## src/lru_block_cache_directory_unit_macros.svh

```systemverilog
// ============================================================================
// LRU block cache directory assertion macros
// Shared concurrent assertion forms, clocked on clk and disabled in reset.
// ============================================================================
`ifndef LRU_BLOCK_CACHE_DIRECTORY_UNIT_MACROS_SVH
`define LRU_BLOCK_CACHE_DIRECTORY_UNIT_MACROS_SVH

// The consequent holds in the same cycle as the antecedent.
`define LBCD_ASSERT_SAME(label, ante, cons, msg) \
	label: assert property (@(posedge clk) disable iff (!arst_n) (ante) |-> (cons)) \
		else $error(msg);

// The consequent holds in the cycle after the antecedent.
`define LBCD_ASSERT_NEXT(label, ante, cons, msg) \
	label: assert property (@(posedge clk) disable iff (!arst_n) (ante) |=> (cons)) \
		else $error(msg);

`endif

```

## src/lbcd_pkg.sv

```systemverilog
// ============================================================================
// LRU block cache directory package
// Sizes, slot entry type, status codes and controller states.
// ============================================================================
`default_nettype none

package lbcd_pkg;

	localparam int NUM_SLOTS = 8;
	localparam int SLOT_W = (NUM_SLOTS > 1) ? $clog2(NUM_SLOTS) : 1;
	localparam int CHAN_W = 16;
	localparam int BLOCK_W = 64;
	localparam int STAMP_W = 64;
	localparam int STATUS_W = 2;
	localparam int SLOT_FIELD_W = 3;

	localparam logic [STATUS_W-1:0] STATUS_HIT = 2'd0;
	localparam logic [STATUS_W-1:0] STATUS_FILLED = 2'd1;
	localparam logic [STATUS_W-1:0] STATUS_UNAVAIL = 2'd2;
	localparam logic [STATUS_W-1:0] STATUS_FETCH_ERR = 2'd3;

	typedef logic [SLOT_W-1:0] slot_idx_t;

	typedef struct packed {
		logic [CHAN_W-1:0] channel;
		logic [BLOCK_W-1:0] block;
		logic [STAMP_W-1:0] stamp;
	} slot_entry_t;

	typedef struct packed {
		logic hit;
		slot_idx_t hit_idx;
		slot_idx_t victim_idx;
	} scan_result_t;

	typedef enum logic [1:0] {
		ST_IDLE,
		ST_SCAN,
		ST_LAST,
		ST_DONE
	} state_t;

	function automatic logic [SLOT_FIELD_W-1:0] slot_field(input slot_idx_t idx);
		logic [SLOT_W+SLOT_FIELD_W-1:0] ext;
		ext = {{SLOT_FIELD_W{1'b0}}, idx};
		return ext[SLOT_FIELD_W-1:0];
	endfunction

endpackage

`default_nettype wire

```

## src/lbcd_slot_ram.sv

```systemverilog
// ============================================================================
// Slot entry memory
// One write port and one read port, read data registered and available the cycle after the read.
// ============================================================================
`default_nettype none

module lbcd_slot_ram (
	input  wire logic                 clk,
	input  wire logic                 we,
	input  wire lbcd_pkg::slot_idx_t  waddr,
	input  wire lbcd_pkg::slot_entry_t wdata,
	input  wire logic                 re,
	input  wire lbcd_pkg::slot_idx_t  raddr,
	output lbcd_pkg::slot_entry_t     rdata
);

	lbcd_pkg::slot_entry_t mem [lbcd_pkg::NUM_SLOTS];
	lbcd_pkg::slot_entry_t rdata_q;

	always_ff @(posedge clk) begin
		if (we) begin
			mem[waddr] <= wdata;
		end
		if (re) begin
			rdata_q <= mem[raddr];
		end
	end

	assign rdata = rdata_q;

endmodule

`default_nettype wire

```

## src/lbcd_lookup.sv

```systemverilog
// ============================================================================
// Slot lookup tracker
// Compares one slot per cycle against the request while cmp_en is high and tracks the hit slot,
// the first empty slot and the oldest valid slot.
// ============================================================================
`default_nettype none

module lbcd_lookup (
	input  wire logic                          clk,
	input  wire logic                          arst_n,
	input  wire logic                          start,
	input  wire logic                          cmp_en,
	input  wire lbcd_pkg::slot_idx_t           cmp_idx,
	input  wire logic                          cmp_valid,
	input  wire lbcd_pkg::slot_entry_t         cmp_entry,
	input  wire logic [lbcd_pkg::CHAN_W-1:0]   req_channel,
	input  wire logic [lbcd_pkg::BLOCK_W-1:0]  req_block,
	output lbcd_pkg::scan_result_t             result
);

	logic hit_q;
	logic empty_q;
	logic best_q;
	lbcd_pkg::slot_idx_t hit_idx_q;
	lbcd_pkg::slot_idx_t empty_idx_q;
	lbcd_pkg::slot_idx_t best_idx_q;
	logic [lbcd_pkg::STAMP_W-1:0] best_stamp_q;
	logic match;
	logic older;

	assign match = cmp_valid && (cmp_entry.channel == req_channel)
		&& (cmp_entry.block == req_block);
	assign older = !best_q || (cmp_entry.stamp < best_stamp_q);

	always_ff @(posedge clk or negedge arst_n) begin
		if (!arst_n) begin
			hit_q <= 1'b0;
			empty_q <= 1'b0;
			best_q <= 1'b0;
		end else if (start) begin
			hit_q <= 1'b0;
			empty_q <= 1'b0;
			best_q <= 1'b0;
		end else if (cmp_en) begin
			if (match) begin
				hit_q <= 1'b1;
			end
			if (!cmp_valid) begin
				empty_q <= 1'b1;
			end
			if (cmp_valid) begin
				best_q <= 1'b1;
			end
		end
	end

	always_ff @(posedge clk) begin
		if (cmp_en) begin
			if (match && !hit_q) begin
				hit_idx_q <= cmp_idx;
			end
			if (!cmp_valid && !empty_q) begin
				empty_idx_q <= cmp_idx;
			end
			if (cmp_valid && older) begin
				best_idx_q <= cmp_idx;
				best_stamp_q <= cmp_entry.stamp;
			end
		end
	end

	always_comb begin
		result.hit = hit_q;
		result.hit_idx = hit_idx_q;
		result.victim_idx = empty_q ? empty_idx_q : best_idx_q;
	end

endmodule

`default_nettype wire

```

## src/lru_block_cache_directory_unit.sv

```systemverilog
// ============================================================================
// LRU block cache directory
// Fully associative directory of block slots with timestamp LRU replacement.
// ============================================================================
// One request is handled at a time and gives one result. The slot memory
// has a single read port, so the walk reads one slot entry per cycle, then
// the ST_LAST state finishes the last compare and, once the output register
// is free, the ST_DONE state writes back the slot, its valid bit and the use
// clock. The result sits in an output register, so a new request is taken
// while the previous result still waits for its transfer. Slot valid bits
// are cleared by reset, so no clearing pass is needed.
`default_nettype none
`include "lru_block_cache_directory_unit_macros.svh"

module lru_block_cache_directory_unit (
	input  wire logic                                clk,
	input  wire logic                                arst_n,
	input  wire logic                                in_valid,
	output logic                                     in_ready,
	input  wire logic [lbcd_pkg::CHAN_W-1:0]         channel,
	input  wire logic [lbcd_pkg::BLOCK_W-1:0]        block_num,
	input  wire logic                                indexed,
	input  wire logic                                backing_ready,
	input  wire logic                                fetch_ok,
	output logic                                     out_valid,
	input  wire logic                                out_ready,
	output logic [lbcd_pkg::STATUS_W-1:0]            status,
	output logic [lbcd_pkg::SLOT_FIELD_W-1:0]        slot
);

	localparam lbcd_pkg::slot_idx_t LAST_IDX = lbcd_pkg::SLOT_W'(lbcd_pkg::NUM_SLOTS - 1);

	lbcd_pkg::state_t state_q;
	lbcd_pkg::state_t state_nxt;

	logic [lbcd_pkg::CHAN_W-1:0] ch_q;
	logic [lbcd_pkg::BLOCK_W-1:0] blk_q;
	logic indexed_q;
	logic ready_q;
	logic ok_q;

	lbcd_pkg::slot_idx_t rd_cnt_q;
	logic cmp_vld_s1;
	lbcd_pkg::slot_idx_t cmp_idx_s1;

	logic [lbcd_pkg::NUM_SLOTS-1:0] slot_valid_q;
	logic [lbcd_pkg::STAMP_W-1:0] use_clock_q;
	logic [lbcd_pkg::STAMP_W-1:0] use_clock_inc;

	logic out_valid_q;
	logic [lbcd_pkg::STATUS_W-1:0] status_q;
	logic [lbcd_pkg::SLOT_FIELD_W-1:0] slot_q;

	logic in_fire;
	logic out_free;
	logic rd_en;
	logic done_fire;

	lbcd_pkg::slot_entry_t rd_entry;
	lbcd_pkg::slot_entry_t wr_entry;
	lbcd_pkg::scan_result_t scan;
	logic wr_en;
	lbcd_pkg::slot_idx_t wr_idx;
	logic [lbcd_pkg::STATUS_W-1:0] res_status;
	lbcd_pkg::slot_idx_t res_idx;
	logic set_valid;
	logic clr_valid;
	logic bump_clock;

	assign in_fire = in_valid && in_ready;
	assign out_free = !out_valid_q || out_ready;
	assign use_clock_inc = use_clock_q + lbcd_pkg::STAMP_W'(1);

	always_comb begin
		state_nxt = state_q;
		unique case (state_q)
			lbcd_pkg::ST_IDLE: begin
				if (in_valid) begin
					state_nxt = lbcd_pkg::ST_SCAN;
				end
			end
			lbcd_pkg::ST_SCAN: begin
				if (rd_cnt_q == LAST_IDX) begin
					state_nxt = lbcd_pkg::ST_LAST;
				end
			end
			lbcd_pkg::ST_LAST: begin
				state_nxt = lbcd_pkg::ST_DONE;
			end
			lbcd_pkg::ST_DONE: begin
				if (out_free) begin
					state_nxt = lbcd_pkg::ST_IDLE;
				end
			end
			default: begin
				state_nxt = lbcd_pkg::ST_IDLE;
			end
		endcase
	end

	always_comb begin
		in_ready = (state_q == lbcd_pkg::ST_IDLE);
		rd_en = (state_q == lbcd_pkg::ST_SCAN);
		done_fire = (state_q == lbcd_pkg::ST_DONE) && out_free;
	end

	always_comb begin
		res_status = lbcd_pkg::STATUS_UNAVAIL;
		res_idx = '0;
		wr_en = 1'b0;
		wr_idx = scan.victim_idx;
		set_valid = 1'b0;
		clr_valid = 1'b0;
		bump_clock = 1'b0;
		if (scan.hit) begin
			res_status = lbcd_pkg::STATUS_HIT;
			res_idx = scan.hit_idx;
			wr_en = done_fire;
			wr_idx = scan.hit_idx;
			bump_clock = done_fire;
		end else if (indexed_q && ready_q) begin
			res_idx = scan.victim_idx;
			wr_en = done_fire;
			if (ok_q) begin
				res_status = lbcd_pkg::STATUS_FILLED;
				set_valid = done_fire;
				bump_clock = done_fire;
			end else begin
				res_status = lbcd_pkg::STATUS_FETCH_ERR;
				clr_valid = done_fire;
			end
		end
		wr_entry.channel = ch_q;
		wr_entry.block = blk_q;
		wr_entry.stamp = use_clock_inc;
	end

	always_ff @(posedge clk or negedge arst_n) begin
		if (!arst_n) begin
			state_q <= lbcd_pkg::ST_IDLE;
			rd_cnt_q <= '0;
			cmp_vld_s1 <= 1'b0;
			slot_valid_q <= '0;
			use_clock_q <= '0;
			out_valid_q <= 1'b0;
		end else begin
			state_q <= state_nxt;
			cmp_vld_s1 <= rd_en;
			if (in_fire) begin
				rd_cnt_q <= '0;
			end else if (rd_en) begin
				rd_cnt_q <= rd_cnt_q + lbcd_pkg::SLOT_W'(1);
			end
			if (set_valid) begin
				slot_valid_q[wr_idx] <= 1'b1;
			end else if (clr_valid) begin
				slot_valid_q[wr_idx] <= 1'b0;
			end
			if (bump_clock) begin
				use_clock_q <= use_clock_inc;
			end
			if (done_fire) begin
				out_valid_q <= 1'b1;
			end else if (out_ready) begin
				out_valid_q <= 1'b0;
			end
		end
	end

	always_ff @(posedge clk) begin
		if (in_fire) begin
			ch_q <= channel;
			blk_q <= block_num;
			indexed_q <= indexed;
			ready_q <= backing_ready;
			ok_q <= fetch_ok;
		end
		cmp_idx_s1 <= rd_cnt_q;
		if (done_fire) begin
			status_q <= res_status;
			slot_q <= lbcd_pkg::slot_field(res_idx);
		end
	end

	lbcd_slot_ram u_slot_ram (
		.clk   (clk),
		.we    (wr_en),
		.waddr (wr_idx),
		.wdata (wr_entry),
		.re    (rd_en),
		.raddr (rd_cnt_q),
		.rdata (rd_entry)
	);

	lbcd_lookup u_lookup (
		.clk         (clk),
		.arst_n      (arst_n),
		.start       (in_fire),
		.cmp_en      (cmp_vld_s1),
		.cmp_idx     (cmp_idx_s1),
		.cmp_valid   (slot_valid_q[cmp_idx_s1]),
		.cmp_entry   (rd_entry),
		.req_channel (ch_q),
		.req_block   (blk_q),
		.result      (scan)
	);

	assign out_valid = out_valid_q;
	assign status = status_q;
	assign slot = slot_q;

	`LBCD_ASSERT_NEXT(a_accept_starts_scan, in_fire, state_q == lbcd_pkg::ST_SCAN, "transfer in did not start a scan")
	`LBCD_ASSERT_SAME(a_compare_in_walk, cmp_vld_s1, (state_q == lbcd_pkg::ST_SCAN) || (state_q == lbcd_pkg::ST_LAST), "slot compare outside the walk")
	`LBCD_ASSERT_NEXT(a_done_loads_result, done_fire, out_valid_q && (state_q == lbcd_pkg::ST_IDLE), "finished request did not load a result")
	`LBCD_ASSERT_NEXT(a_clock_only_at_done, state_q != lbcd_pkg::ST_DONE, $stable(use_clock_q), "use clock moved outside write-back")

endmodule

`default_nettype wire
```

## config.mk

```make
export PLATFORM = sky130hd
export DESIGN_NAME = lru_block_cache_directory_unit
export DESIGN_NICKNAME = d
export VERILOG_FILES = /design/src/lbcd_pkg.sv /design/src/lbcd_slot_ram.sv /design/src/lbcd_lookup.sv /design/src/lru_block_cache_directory_unit.sv
export VERILOG_INCLUDE_DIRS = /design/src /design/src/src
export SDC_FILE = /design/constraint.sdc
export NUM_CORES = 1
export LEC_CHECK = 0
export BUFFER_PORTS_ARGS = -buffer_cell sky130_fd_sc_hd__buf_2
export CORE_MARGIN = 8
export CORE_UTILIZATION = 54
export DETAILED_ROUTE_END_ITERATION = 12
export HOLD_SLACK_MARGIN = 0.1
export PLACE_DENSITY = 0.7
export SYNTH_ARGS = -nofsm -noshare
export SYNTH_HDL_FRONTEND = slang
export SYNTH_SLANG_ARGS = --single-unit
```

## constraint.sdc

```tcl
create_clock -name clk -period 20.9 [get_ports clk]
set_input_delay 1.045 -clock clk [delete_from_list [all_inputs] [get_ports clk]]
set_output_delay 1.045 -clock clk [all_outputs]
set_load 0.02 [all_outputs]
```

==> results by group <==
CTS
  – Clock root cell: clkbuf_16
  – CTS Sinks: 1542
  – # resized after CTS: 0
  – Postcts setup bufs: 0
  – CTS HTree Levels: 4
  – Clock transition at path regs: 0.06 ns
  – Worst-skew pair later-pin latency: 0.75 ns
  – Clk buf depth: 3
  – Total CTS buffers: 150
  – CTS Hold Buffers Added: 1
  – CTS tree: yes

Logic synthesis
  – Distinct cells, synth: 60
  – Area contributors post-synth: edfxtp_1 (73%), mux4_2 (11%), dfrtp_1 (3.4%), mux2_2 (2.9%), xnor2_1 (1.6%)
  – Syn_area_per_cell: 20.8 µm²
  – Post-Syn Instances: 2869
  – Syn_nets: approximately 3000
  – Synth async-reset ratio: between 5 and 6%
  – Synth Area in XOR/XNOR: 2.65%
  – Synthesized-area fraction occupied by adder cells: 1.47%
  – Cell area after synthesis: approximately 60000 µm²
  – Synth warn: 0
  – Synth Area in Compound Gates: 0.980%
  – Largest family of logic cells by synthesized area: multiplexers
  – #FFs+latches synth: 1542
  – Count leader, synth: edfxtp_1
  – Top-area cell type share of the netlist area: 73.2%
  – Number of synthesized flops with an enable pin: 1457
  – Commonest cells post-synth: edfxtp_1 (1457), mux4_2 (290), mux2_2 (152), xnor2_1 (108), inv_1 (100)
  – Simple-Gate Fraction of Synth Area: 2.93%
  – Register area share after synthesis: 76.7%
  – Dominant synthesized flop cell: edfxtp_1
  – Multiplexer share of the synthesized area: 13.9%
  – Largest area contributor in the netlist: edfxtp_1

Floorplan
  – I/O pins: 94
  – # rows: 122
  – Die area: around 120000 µm²
  – Core area: 110000 µm²
  – Initial Util: 54.2%
  – Die width: 349 µm
  – Die height: 349 µm

Drt
  – Antenna Nets Post-Route: 0
  – Met3 WL: 6.42 mm
  – WL met2: 60.5 mm
  – Vias per cell: 5.90
  – M1 wire length: around 50 mm
  – Initial detailed-routing violation count: 2351
  – DRC violations left: 0
  – WL final: roughly 120 mm
  – Max Used Layer: met4
  – Vias: ~27000
  – Pre-Repair DR Iteration Count: 5
  – WL per Instance: around 26 µm

STA
  – Min Tclk post-route: 4.91 ns
  – Setup TNS: 0 ns
  – Max-slew violations: 0
  – Endpoints failing setup: 0
  – Clk_skew: 0.0265 ns
  – Slew Limit Headroom: 21.7%
  – Period utilisation layout: between 20% and 30%
  – RSZ-0062 raised after global routing: false
  – F_max: 204 MHz
  – Hold Vio Cnt, Final: 0
  – Worst-margin pin slew: 1.14 ns

Placed design
  – Placer Congestion: 0.785
  – Port-buffer cells: 93
  – DP Wirelength: around 65 mm

Global route
  – GRT Resource Usage Total: 20.0%
  – Vias in the first global route: 29100
  – First-pass GRT wire length: 182 mm
  – Largest net degree at the start of global routing: ~130
  – Initial antenna violation count: 1
  – GR Overflow Total: 0

Final layout
  – Area grow syn2layout: 12.2%
  – Fin util: 60.8%
  – Share of cells above drive strength 1: 25.9%
  – Final nets: between 3000 and 4000

Hold path
  – HP Class: flop to flop
  – Hold path start: u_slot_ram.rdata[0]

Status
  – Status: finished, final reports clean

Pwr
  – Total power draw: about 0.008 W
  – Maximum VDD drop: 0.115 mV
  – Pwr Density: around 120 nW/µm²
  – Leakage: 23.2 nW

Worst setup path
  – Delay of the slowest cell on the worst path: 0.96 ns
  – Slowest-stage cell, CP: buf_4
  – Crit. End Element: flop
  – R2r startpoint: rd_cnt_q[0]
  – Most used cell along the critical path: buf_4
  – CP Cell Sequence: buf_12 -> buf_4 -> buf_4 -> mux4_2 -> mux2_2
  – Worst Setup Start Kind: flop
  – Crit Path Class: flop to flop
  – Max FO, Critical Path: 122
  – CP Launch Point: rd_cnt_q[0]
  – WP data required: roughly 21 ns
  – Worst endpoint data arrival time: 5.38 ns

Flow run
  – Maxcap violations: 0
-- worst max-delay path, delay by kind of cell (launching register included) --
kind                   cells  cell delay (ns)
flip-flops                 1             0.91
buffers and inverters      3             2.67
multiplexers               2             0.90
-- layout make-up --
type / count / area (µm²)
diodes: 1 / 2.50
clock buffers: 186 / 4080
clock inverters: 89 / 848
fillers: 7648 / 43200
inverters: 100 / 375
multi-input cells: 1123 / 13200
flip-flops and latches: 1542 / 45900
well taps: 1488 / 1860
repair buffers: 126 / 806
-- report_power, final --
group          internal (W)  switching [W]  total, W
Sequential          0.00380       0.000222   0.00402
Combinational      0.000685       0.000772   0.00146
Clock               0.00156        0.00112   0.00268
-- logic make-up after synthesis --
group,count (synthesis)
compound gates,88
xor+xnor,181
fa+ha+maj,70
buf+inv,204
flops,1542
mux,448
simple gates,336
-- path summary, 6_finish.rpt --
check	end	slack [ns]	depth (start not counted)
worst max-delay path	u_slot_ram.rdata[51]	15.99	5
worst min-delay path	u_lookup.best_stamp_q[0]	0.45	0
worst max register to register	u_slot_ram.rdata[51]	15.99	5
worst min register to register	u_lookup.best_stamp_q[0]	0.45	0
max in group asynchronous	rd_cnt_q[2]	18.73	3
min in group asynchronous	rd_cnt_q[0]	0.68	2
-- state kept, by name, indices dropped and copies added (netlist names), named ones only --
register,count
u_lookup.best_q,1
blk_q,64
use_clock_q,64
u_lookup.empty_q,1
u_lookup.hit_idx_q,3
u_lookup.empty_idx_q,3
u_slot_ram.rdata,144
ch_q,16
indexed_q,1
rd_cnt_q,3
u_lookup.best_stamp_q,64
slot,3
u_lookup.best_idx_q,3
cmp_idx_s1,3
ready_q,1
u_lookup.hit_q,1
u_slot_ram.mem,1152
state_q,2
out_valid,1
status,2
ok_q,1
cmp_vld_s1,1
-- routing by layer --
metal	GRT usage, %	vias up
met4	7.18	0
met3	3.17	209
li1	-	11900
met5	0	-
met1	26.8	14500
met2	33.3	883
-- layout by cell type, fill, tap and decap left out, drive strengths merged, types with 43 or more instances in the layout --
cell / synthesis / final
nand3: 43 / 43
nand4: 43 / 43
clkinv: 0 / 64
xor2: 73 / 73
nor2: 88 / 88
inv: 100 / 105
dfrtp: 82 / 82
clkbuf: 61 / 186
buf: 43 / 125
edfxtp: 1457 / 1457
mux2: 152 / 152
xnor2: 108 / 108
mux4: 290 / 290
ha: 70 / 70
nand2: 66 / 66
-- per-stage QoR --
| step | setup slack, ns | hold WS [ns] | cells | cell area (µm²) |
|---|---|---|---|---|
| after global placement | 15.88 | 0.438 | 4378 | 62100 |
| after detailed placement | 15.78 | 0.448 | 4378 | 62100 |
| after floorplan | 12.72 | 0.369 | 2869 | 59800 |
| after global routing | 15.46 | 0.430 | 4654 | 67000 |
| after CTS | 15.76 | 0.414 | 4654 | 67000 |
| final | 15.99 | 0.449 | 4655 | 67000 |
(Power assumes the default switching activity.)
